==> src/rtl/octenc_pkg.sv <==
// Shared widths and the pipeline control word for the octahedral normal encoder.
package octenc_pkg;

  localparam int COMP_W = 16;  // signed component
  localparam int MAG_W  = 16;  // magnitude, holds 32768
  localparam int SUM_W  = 17;  // L1 norm, up to 98304
  localparam int OFF_W  = 18;  // num + s, up to 2s
  localparam int DEN_W  = 18;  // divisor 2s
  localparam int CODE_W = 16;  // packed output code

  typedef struct packed {
    logic valid;
    logic zero;
  } ctl_t;

endpackage

==> src/rtl/octenc_prep.sv <==
// Front end: magnitudes, L1 norm, fold offsets, then dividend and divisor for the cell row.
module octenc_prep #(
  parameter int AXIS_BITS = 8
) (
  input  logic                                       clk_i,
  input  logic                                       rst_ni,
  input  logic                                       accept_i,
  input  logic signed [octenc_pkg::COMP_W-1:0]       comp_x_i,
  input  logic signed [octenc_pkg::COMP_W-1:0]       comp_y_i,
  input  logic signed [octenc_pkg::COMP_W-1:0]       comp_z_i,
  output octenc_pkg::ctl_t                           ctl_o,
  output logic [AXIS_BITS+octenc_pkg::DEN_W-1:0]     num_x_o,
  output logic [AXIS_BITS+octenc_pkg::DEN_W-1:0]     num_y_o,
  output logic [octenc_pkg::DEN_W-1:0]               den_o
);
  import octenc_pkg::*;

  localparam int NUM_W = AXIS_BITS + DEN_W;

  // stage 1: magnitudes and signs
  logic             s1_valid_q;
  logic [MAG_W-1:0] ax_d, ay_d, az_d;
  logic [MAG_W-1:0] ax_q, ay_q, az_q;
  logic             xneg_q, yneg_q, fold_q;

  assign ax_d = comp_x_i[COMP_W-1] ? (~comp_x_i + 16'd1) : comp_x_i;
  assign ay_d = comp_y_i[COMP_W-1] ? (~comp_y_i + 16'd1) : comp_y_i;
  assign az_d = comp_z_i[COMP_W-1] ? (~comp_z_i + 16'd1) : comp_z_i;

  always_ff @(posedge clk_i or negedge rst_ni) begin
    if (!rst_ni) begin
      s1_valid_q <= 1'b0;
    end else begin
      s1_valid_q <= accept_i;
    end
  end

  always_ff @(posedge clk_i) begin
    ax_q   <= ax_d;
    ay_q   <= ay_d;
    az_q   <= az_d;
    xneg_q <= comp_x_i[COMP_W-1];
    yneg_q <= comp_y_i[COMP_W-1];
    fold_q <= comp_z_i[COMP_W-1];
  end

  // stage 2: s and the offsets num + s
  // fold:    x >= 0 -> 2s - |y| = 2|x| + |y| + 2|z|,  x < 0 -> |y|
  // no fold: x >= 0 -> 2|x| + |y| + |z|,              x < 0 -> |y| + |z|
  ctl_t             s2_ctl_d, s2_ctl_q;
  logic [SUM_W-1:0] s_d, s_q;
  logic [OFF_W-1:0] offx_d, offy_d, offx_q, offy_q;
  logic [OFF_W-1:0] ex, ey, ez;

  assign ex  = OFF_W'(ax_q);
  assign ey  = OFF_W'(ay_q);
  assign ez  = OFF_W'(az_q);
  assign s_d = SUM_W'(ax_q) + SUM_W'(ay_q) + SUM_W'(az_q);

  always_comb begin
    if (fold_q) begin
      offx_d = xneg_q ? ey : (ex << 1) + ey + (ez << 1);
      offy_d = yneg_q ? ex : (ey << 1) + ex + (ez << 1);
    end else begin
      offx_d = xneg_q ? ey + ez : (ex << 1) + ey + ez;
      offy_d = yneg_q ? ex + ez : (ey << 1) + ex + ez;
    end
    s2_ctl_d.valid = s1_valid_q;
    s2_ctl_d.zero  = (s_d == '0);
  end

  always_ff @(posedge clk_i or negedge rst_ni) begin
    if (!rst_ni) begin
      s2_ctl_q <= '0;
    end else begin
      s2_ctl_q <= s2_ctl_d;
    end
  end

  always_ff @(posedge clk_i) begin
    s_q    <= s_d;
    offx_q <= offx_d;
    offy_q <= offy_d;
  end

  // stage 3: dividend M*off + s as (off << A) - off + s, divisor 2s
  logic [NUM_W-1:0] numx_d, numy_d;

  assign numx_d = (NUM_W'(offx_q) << AXIS_BITS) - NUM_W'(offx_q) + NUM_W'(s_q);
  assign numy_d = (NUM_W'(offy_q) << AXIS_BITS) - NUM_W'(offy_q) + NUM_W'(s_q);

  always_ff @(posedge clk_i or negedge rst_ni) begin
    if (!rst_ni) begin
      ctl_o <= '0;
    end else begin
      ctl_o <= s2_ctl_q;
    end
  end

  always_ff @(posedge clk_i) begin
    num_x_o <= numx_d;
    num_y_o <= numy_d;
    den_o   <= {s_q, 1'b0};
  end

endmodule

==> src/rtl/octenc_div_cell.sv <==
// One restoring-division cell: settles one quotient bit of both axes and passes on.
module octenc_div_cell #(
  parameter int AXIS_BITS = 8,
  parameter int SHIFT     = 0
) (
  input  logic                                       clk_i,
  input  logic                                       rst_ni,
  input  octenc_pkg::ctl_t                           ctl_i,
  input  logic [AXIS_BITS+octenc_pkg::DEN_W-1:0]     rem_x_i,
  input  logic [AXIS_BITS+octenc_pkg::DEN_W-1:0]     rem_y_i,
  input  logic [octenc_pkg::DEN_W-1:0]               den_i,
  input  logic [AXIS_BITS-1:0]                       qx_i,
  input  logic [AXIS_BITS-1:0]                       qy_i,
  output octenc_pkg::ctl_t                           ctl_o,
  output logic [AXIS_BITS+octenc_pkg::DEN_W-1:0]     rem_x_o,
  output logic [AXIS_BITS+octenc_pkg::DEN_W-1:0]     rem_y_o,
  output logic [octenc_pkg::DEN_W-1:0]               den_o,
  output logic [AXIS_BITS-1:0]                       qx_o,
  output logic [AXIS_BITS-1:0]                       qy_o
);
  import octenc_pkg::*;

  localparam int NUM_W = AXIS_BITS + DEN_W;

  logic [NUM_W-1:0] dsh;
  logic             bx, by;
  logic [NUM_W-1:0] rem_x_d, rem_y_d;

  assign dsh     = NUM_W'(den_i) << SHIFT;
  assign bx      = (rem_x_i >= dsh);
  assign by      = (rem_y_i >= dsh);
  assign rem_x_d = bx ? rem_x_i - dsh : rem_x_i;
  assign rem_y_d = by ? rem_y_i - dsh : rem_y_i;

  always_ff @(posedge clk_i or negedge rst_ni) begin
    if (!rst_ni) begin
      ctl_o <= '0;
    end else begin
      ctl_o <= ctl_i;
    end
  end

  always_ff @(posedge clk_i) begin
    rem_x_o <= rem_x_d;
    rem_y_o <= rem_y_d;
    den_o   <= den_i;
    qx_o    <= {qx_i[AXIS_BITS-2:0], bx};
    qy_o    <= {qy_i[AXIS_BITS-2:0], by};
  end

endmodule

==> src/rtl/octahedral_normal_encode_top.sv <==
// Pipeline from the accepting edge to the edge that takes the result: three front-end stages,
// one division cell per quotient bit (each cell settles that bit for both axes), output register.
// Throughput: one transaction per cycle; busy_o is always low, the cell row is fully pipelined.
// The receiver cannot stall; valid_o marks each result for exactly one cycle.
// Reset (rst_ni, async low) clears all valid flags; no result appears until new transactions.
module octahedral_normal_encode_top #(
  parameter int AXIS_BITS = 8
) (
  input  logic                                 clk_i,
  input  logic                                 rst_ni,
  input  logic                                 start_i,
  output logic                                 busy_o,
  input  logic signed [octenc_pkg::COMP_W-1:0] comp_x_i,
  input  logic signed [octenc_pkg::COMP_W-1:0] comp_y_i,
  input  logic signed [octenc_pkg::COMP_W-1:0] comp_z_i,
  output logic                                 valid_o,
  output logic [octenc_pkg::CODE_W-1:0]        oct_code_o
);
  import octenc_pkg::*;

  localparam int NUM_W   = AXIS_BITS + DEN_W;
  localparam int LATENCY = AXIS_BITS + 4;

  logic accept;

  assign busy_o = 1'b0;
  assign accept = start_i && !busy_o;

  ctl_t             ctl_c  [AXIS_BITS+1];
  logic [NUM_W-1:0] rem_x  [AXIS_BITS+1];
  logic [NUM_W-1:0] rem_y  [AXIS_BITS+1];
  logic [DEN_W-1:0] den_c  [AXIS_BITS+1];
  logic [AXIS_BITS-1:0] qx_c [AXIS_BITS+1];
  logic [AXIS_BITS-1:0] qy_c [AXIS_BITS+1];

  octenc_prep #(
    .AXIS_BITS(AXIS_BITS)
  ) u_prep (
    .clk_i   (clk_i),
    .rst_ni  (rst_ni),
    .accept_i(accept),
    .comp_x_i(comp_x_i),
    .comp_y_i(comp_y_i),
    .comp_z_i(comp_z_i),
    .ctl_o   (ctl_c[0]),
    .num_x_o (rem_x[0]),
    .num_y_o (rem_y[0]),
    .den_o   (den_c[0])
  );

  assign qx_c[0] = '0;
  assign qy_c[0] = '0;

  // cell i resolves quotient bit AXIS_BITS-1-i, msb first
  for (genvar i = 0; i < AXIS_BITS; i++) begin : g_cell
    octenc_div_cell #(
      .AXIS_BITS(AXIS_BITS),
      .SHIFT    (AXIS_BITS - 1 - i)
    ) u_cell (
      .clk_i  (clk_i),
      .rst_ni (rst_ni),
      .ctl_i  (ctl_c[i]),
      .rem_x_i(rem_x[i]),
      .rem_y_i(rem_y[i]),
      .den_i  (den_c[i]),
      .qx_i   (qx_c[i]),
      .qy_i   (qy_c[i]),
      .ctl_o  (ctl_c[i+1]),
      .rem_x_o(rem_x[i+1]),
      .rem_y_o(rem_y[i+1]),
      .den_o  (den_c[i+1]),
      .qx_o   (qx_c[i+1]),
      .qy_o   (qy_c[i+1])
    );
  end

  // output register; zero vector forces code 0
  logic [2*AXIS_BITS-1:0] packed_code;
  logic [CODE_W-1:0]      code_d, code_q;
  logic                   valid_q;

  assign packed_code = {qx_c[AXIS_BITS], qy_c[AXIS_BITS]};
  assign code_d      = ctl_c[AXIS_BITS].zero ? '0 : CODE_W'(packed_code);

  always_ff @(posedge clk_i or negedge rst_ni) begin
    if (!rst_ni) begin
      valid_q <= 1'b0;
    end else begin
      valid_q <= ctl_c[AXIS_BITS].valid;
    end
  end

  always_ff @(posedge clk_i) begin
    code_q <= code_d;
  end

  assign valid_o    = valid_q;
  assign oct_code_o = code_q;

  // every result comes from a matching earlier transaction
  a_no_spurious: assert property (@(posedge clk_i) disable iff (!rst_ni)
    valid_o |-> $past(start_i && !busy_o, LATENCY))
    else $error("result without matching transaction");

  a_no_loss: assert property (@(posedge clk_i) disable iff (!rst_ni)
    (start_i && !busy_o) |-> ##LATENCY valid_o)
    else $error("transaction lost in pipeline");

  a_zero_vec: assert property (@(posedge clk_i) disable iff (!rst_ni)
    (valid_o && $past(comp_x_i == '0 && comp_y_i == '0 && comp_z_i == '0, LATENCY))
      |-> (oct_code_o == '0))
    else $error("zero vector did not give code 0");

endmodule
==> config.mk <==
export PLATFORM = sky130hd
export DESIGN_NAME = octahedral_normal_encode_top
export DESIGN_NICKNAME = d
export VERILOG_FILES = /design/src/rtl/octenc_pkg.sv /design/src/rtl/octenc_prep.sv /design/src/rtl/octenc_div_cell.sv /design/src/rtl/octahedral_normal_encode_top.sv
export SDC_FILE = /design/constraint.sdc
export NUM_CORES = 2
export LEC_CHECK = 0
export ABC_AREA = 1
export BUFFER_PORTS_ARGS = -buffer_cell sky130_fd_sc_hd__buf_2
export CAP_MARGIN = 15
export CORE_MARGIN = 2
export CORE_UTILIZATION = 45
export CTS_CLUSTER_SIZE = 16
export DETAILED_ROUTE_END_ITERATION = 12
export PLACE_DENSITY_LB_ADDON = 0.3
export SYNTH_ARGS = -nofsm -noshare
export SYNTH_HDL_FRONTEND = slang
export SYNTH_SLANG_ARGS = --single-unit
==> constraint.sdc <==
create_clock -name clk_i -period 4.7 [get_ports clk_i]
set_input_delay 0.235 -clock clk_i [delete_from_list [all_inputs] [get_ports clk_i]]
set_output_delay 0.235 -clock clk_i [all_outputs]
set_load 0.05 [all_outputs]
# Yosys cells after proc, flatten, opt, wreduce, memory -nomap -nowiden
# Index checks and enable logic that the tools add are counted.
# op_classes
n_addsub,31
order_cmp,16
n_bitwise,3
muxes,23
n_reduce_logical,1
# ops
op,count
26-bit two-way mux,14
18-bit two-way mux,6
26-bit by 17-bit adder with 26-bit output,2
26-bit by 18-bit greater-or-equal comparator with 1-bit output,2
26-bit by 19-bit greater-or-equal comparator with 1-bit output,2
26-bit by 20-bit greater-or-equal comparator with 1-bit output,2
26-bit by 21-bit greater-or-equal comparator with 1-bit output,2
26-bit by 22-bit greater-or-equal comparator with 1-bit output,2
26-bit by 23-bit greater-or-equal comparator with 1-bit output,2
26-bit by 24-bit greater-or-equal comparator with 1-bit output,2
26-bit by 25-bit greater-or-equal comparator with 1-bit output,2
26-bit by 18-bit subtractor with 26-bit output,2
26-bit by 19-bit subtractor with 26-bit output,2
26-bit by 20-bit subtractor with 26-bit output,2
26-bit by 21-bit subtractor with 26-bit output,2
26-bit by 22-bit subtractor with 26-bit output,2
26-bit by 23-bit subtractor with 26-bit output,2
26-bit by 24-bit subtractor with 26-bit output,2
26-bit by 25-bit subtractor with 26-bit output,2
16-bit by 16-bit adder with 17-bit output,3
"16-bit by 1-bit adder with 16-bit output, second input constant",3
16-bit NOT,3
15-bit two-way mux,3
17-bit by 16-bit adder with 18-bit output,2
other kinds (4),6
# totals
output_inout_bits,18
wordCells,149
register_bits,766

# Logic depth before layout (Yosys ltp)
# depth
depth_word,4
mapped_depth,23
mapped_depth_nobuf,23

# Hierarchy
# A second synthesis with hierarchy kept.
# hier_totals
cells_unflattened,9274
hier_area_um2,60361.6
# modules_own_cells
module,instances,area_each_um2,seq_area_each_um2,cells_each
octenc_prep,1,16828.6,3588.4,2510
octenc_div_cell (g_cell[6].u_cell),1,5871.9,1771.7,959
octenc_div_cell (g_cell[7].u_cell),1,5709.2,1771.7,897
octenc_div_cell (g_cell[5].u_cell),1,5688.0,1771.7,919
octenc_div_cell (g_cell[4].u_cell),1,5471.5,1771.7,858
octenc_div_cell (g_cell[3].u_cell),1,5241.3,1771.7,818
octenc_div_cell (g_cell[2].u_cell),1,5203.7,1771.7,797
octenc_div_cell (g_cell[1].u_cell),1,4983.5,1771.7,749
octenc_div_cell (g_cell[0].u_cell),1,4853.4,1771.7,714
octahedral_normal_encode_top,1,510.5,345.3,53

# Worst setup path after synthesis
# Ideal clock, no wire load.
# synth_timing
path_kind,reg2reg
startpoint,register u_prep.ay_q[1]
endpoint,register u_prep.offx_q[17]
period_less_slack_ns,3.129
slack_ns,1.571
stages_incl_launch_ff,22
t_required_ns,4.591
setup_time_ns,0.109
arrival_ns,3.020
cell_sequence,dfxtp_1 -> ha_1 -> inv_1 -> fa_1 -> o21ai_0 -> nand2_1 -> nand2_1 -> a21boi_0 -> o21bai_1 -> xor2_1 -> ha_1 -> inv_1 -> nor2_1 -> o21ai_0 -> nand3b_1 -> nand2b_1 -> nand2_1 -> nand3_1 -> nand2_1 -> inv_1 -> nand2_1 -> inv_1
# synth_between
elab_chain_cells,4
word_cells_on_any_way,6
# synth_lines
element,line,text
from (decl),octenc_prep.sv:23,"logic [MAG_W-1:0] ax_q, ay_q, az_q;"
from (signal assigned),octenc_prep.sv:40,ay_q <= ay_d;
17-bit by 16-bit adder with 18-bit output (*),"octenc_prep.sv:62, octenc_prep.sv:65",
18-bit by 16-bit adder with 18-bit output or 18-bit by 17-bit adder with 18-bit output (tied branches),"octenc_prep.sv:65, octenc_prep.sv:62",
18-bit two-way mux (on tied branches),"octenc_prep.sv:65, octenc_prep.sv:62",
18-bit two-way mux (*),octenc_prep.sv:61,if (fold_q) begin
named net u_prep.offx_d[17],octenc_prep.sv:52,"logic [OFF_W-1:0] offx_d, offy_d, offx_q, offy_q;"
to (signal assigned),octenc_prep.sv:82,offx_q <= offx_d;
to (decl),octenc_prep.sv:52,
# Mark *: on every way through the listed nets, which the timed path passes. The rest lies on a longest branch.
# A chain may end at the register's enable or synchronous reset.

# Final worst setup path
# layout_timing
startpoint,register u_prep.ax_q[1]
endpoint,register u_prep.offy_q[16]
# layout_between
elab_chain_cells,4
word_cells_on_any_way,7
# layout_lines
element,line,text
from (decl),octenc_prep.sv:23,
from (signal assigned),octenc_prep.sv:39,ax_q <= ax_d;
17-bit by 16-bit adder with 18-bit output,"octenc_prep.sv:63, octenc_prep.sv:66",
18-bit by 16-bit adder with 18-bit output or 18-bit by 17-bit adder with 18-bit output (tied branches),"octenc_prep.sv:66, octenc_prep.sv:63",
18-bit two-way mux (on tied branches),"octenc_prep.sv:66, octenc_prep.sv:63",
18-bit two-way mux (*),octenc_prep.sv:61,
named net u_prep.offy_d[16],octenc_prep.sv:52,
to (signal assigned),octenc_prep.sv:83,offy_q <= offy_d;
to (decl),octenc_prep.sv:52,
# Marks and branches as above.

==> reports/results.ini <==
[outcome]
status=complete, no violations

[synth]
synth.area.mux_share=0
yosysUniqueCellTypes=62
ys_ff_latch=766
yosysTopAreaCell=dfxtp_1
synthesis.nets=6870
async_reset_ff_frac=0.02872
ys_seq_area_frac=0.3295
synth-compound-area-share=0.1586
yosys.area_share.simple=0.2202
synthCells=6280
synth.avg_cell_area_um2=7.465
synth_adder_area_share=0.1533
syn-cell-area_um2=46880
synth_most_common_cell=nand2_1
synth_top_cell_area_share=0.3177
synth-xor-area-share=0.06539
synthFlopType=dfxtp_1
yosys_warnings=0
synthTopCellsByCount=nand2_1, inv_1, dfxtp_1
synth_edf_count=0
synth_top_family_by_area=simple AND/OR/NAND/NOR gates
ys_top_cells_by_area=dfxtp_1, ha_1, nand2_1

[worst_setup_path]
path_cells=ha_1 > inv_1 > fa_1 > o21ai_0 > nand2_1 > nand2_1 > a21boi_0 > o21bai_1 > xor2_1 > ha_1 > nand2_1 > nor4_1 > nand2_1 > nand2_1 > inv_1 > nand2_1 > nand2_1 > nand2_1 > nand2_1 > nand2_1 > nand2_1
critPathSlowestCell=dfxtp_1
worstSetupPathType=reg2reg
cp_top_family=simple AND/OR/NAND/NOR gates
crit_arrival_ps=4340
path_buf_inv=2
crit_path_max_fanout=5
slowest_delay_ps=460
required_ps=5260
start_kind=flop
crit_path_end_kind=flop
cpMostUsedCell=nand2_1

[final_layout]
drive_gt1_frac=0.06058
stdcell_area_um2=52510
nNetsFinal=7055
final_cells=7918
nFillCells=10100
area_growth_pct=12.00

[sta]
slew_headroom=0.3043
finClkSkew_ps=24.13
fin_crit_sh=0.8031
tightest_slew_ps=1040
period_needed_ps=3775
report.final.slew_viol_count=0
clock.fmax_mhz=264.9
tns_ps=0
rsz0062_at_grt=no
hold_violations=0
finalSetupViolCount=0

[detailed_routing]
firstDrtPassIters=6
num_vias=41820
antenna_left=0
viasPerCell=5.282
drt_wl_total_um=144500
routedWlPerCell_um=18.25
drc=0
drt_iter0_markers=3369

[placement]
portBuffers=67
hpwl_um=116800
dp.cells=7679
place_area_um2=48690
place_congestion=0.9657

[worst_hold_path]
worstHoldPathType=in2async

[clocking]
htreeDepth=3
clk_pin_slew_worst_paths_ps=70
cts_root_buf=clkbuf_16
cts_buffers=86
insertion_delay_ps=670
cts_resized=0
cts.sinks=766
cts_tree=built
clockBufferDepth=3

[grt]
grt_pass1_vias=39950
grt_remaining_overflow=0
grt.total_usage=0.2646
antenna_found_initial=2
grt_max_degree=41
grt_pass1_wl_um=221600

[floorplanning]
core_area_um2=103500
die_area_um2=106800
io-pin-count=69
rows=118
chipHeight_um=326.8
initial_core_util=0.4530
die_w_um=326.8

[run]
maxCapViolCount=0

==> final timing paths <==
path | startpoint | end | slack [ps] | cells past startpoint
max | u_prep.ax_q[1] | u_prep.offy_q[16] | 930 | 21
min | rst_ni | u_prep.s2_ctl_q[1] | 80 | 2
max reg2reg | u_prep.ax_q[1] | u_prep.offy_q[16] | 930 | 21
min reg2reg | g_cell[5].u_cell.qy_o[0] | g_cell[6].u_cell.qy_o[1] | 310 | 0
max in group asynchronous | rst_ni | g_cell[7].u_cell.ctl_o[0] | 4210 | 2
min in group clk_i | start_i | u_prep.s1_valid_q | 200 | 2
==> area by class of cell <==
| cell class | instances | area, um^2 | share of cell area |
|---|---|---|---|
| tap | 1380 | 1727 | 0.03288 |
| sequential | 766 | 15450 | 0.2942 |
| inverter | 792 | 2973 | 0.05662 |
| clock inverter | 56 | 691.9 | 0.01318 |
| clock buffer | 104 | 2321 | 0.04420 |
| multi-input combinational | 4648 | 28020 | 0.5336 |
| antenna | 1 | 2.502 | 0.00004766 |
| timing repair buffer | 171 | 1329 | 0.02531 |
==> routing by layer <==
metal | global-route usage | wire length [um]
met3 | 0.03279 | 7923
met5 | 0 | 28
met4 | 0.1059 | 5908
met1 | 0.3340 | 62420
met2 | 0.4573 | 68240
==> worst reg2reg max path, delay by kind of cell (launching register included) <==
family          cells  cell delay (ps)
compound gates      3              760
buf+inv             2              100
simple gates       12             1170
flops               1              460
fa+ha+maj           3              860
xor+xnor            1              310
==> kinds of logic after synthesis <==
logic type,count (synthesis)
AOI/OAI and AO/OA,1296
xor gates and xnor gates,350
adders and majority gates,539
buffers and inverters,866
DFF,766
other,1
and+or+nand+nor,2462
==> sequential cells by signal, indices dropped and copies added, names as in the netlist, 16 cells and up <==
signal                 cells
oct_code_o                16
g_cell.u_cell.qx_o        36
g_cell.u_cell.den_o      119
g_cell.u_cell.rem_y_o    182
u_prep.num_y_o            26
u_prep.offx_q             18
u_prep.ay_q               16
u_prep.az_q               16
g_cell.u_cell.rem_x_o    182
u_prep.num_x_o            26
g_cell.u_cell.ctl_o       16
u_prep.s_q                17
u_prep.ax_q               16
u_prep.den_o              17
g_cell.u_cell.qy_o        36
u_prep.offy_q             18
==> stage by stage <==
stage,setup WS [ps],utilization,hold slack [ps]
after floorplan,1571,-,-60.59
after global placement,961.0,0.4705,238.8
after detailed placement,947.1,0.4705,257.3
after CTS,916.1,0.5070,63.90
after global routing,499.5,0.5073,112.9
final,925.3,0.5073,77.74
==> timing repair <==
item,in CTS,in global routing
hold endpoints to repair,74,0
setup buffers,0,0
hold buffers,77,0
==> cell usage in the layout (no fill, tap or decap), types with 10 or more instances in the layout <==
cell and instances:
a21boi_0 22, nor2_1 468, xnor2_1 151, inv_1 782
nand3_1 264, clkinv_2 15, a21o_1 62, a211oi_1 10
buf_4 26, dlygate4sd3_1 77, o21ai_0 399, fa_1 59
nor4_1 44, a21oi_2 26, o211ai_1 19, o31ai_1 10
nand3b_1 27, inv_6 11, o21bai_1 61, nand2_2 15
dfxtp_1 744, o21ai_1 58, xor2_1 199, and2_1 11
o21a_1 17, o21ai_2 38, bufinv_16 11, a31oi_1 47
clkbuf_16 87, nand2_1 1417, buf_2 67, ha_1 480
dfrtp_1 21, nand4_1 73, nor3_1 77, clkinvlp_4 10
or2_2 38, a21oi_1 498
Power is not shown: default switching activity piles up to over one toggle a cycle in this logic, so the estimate is an artifact.
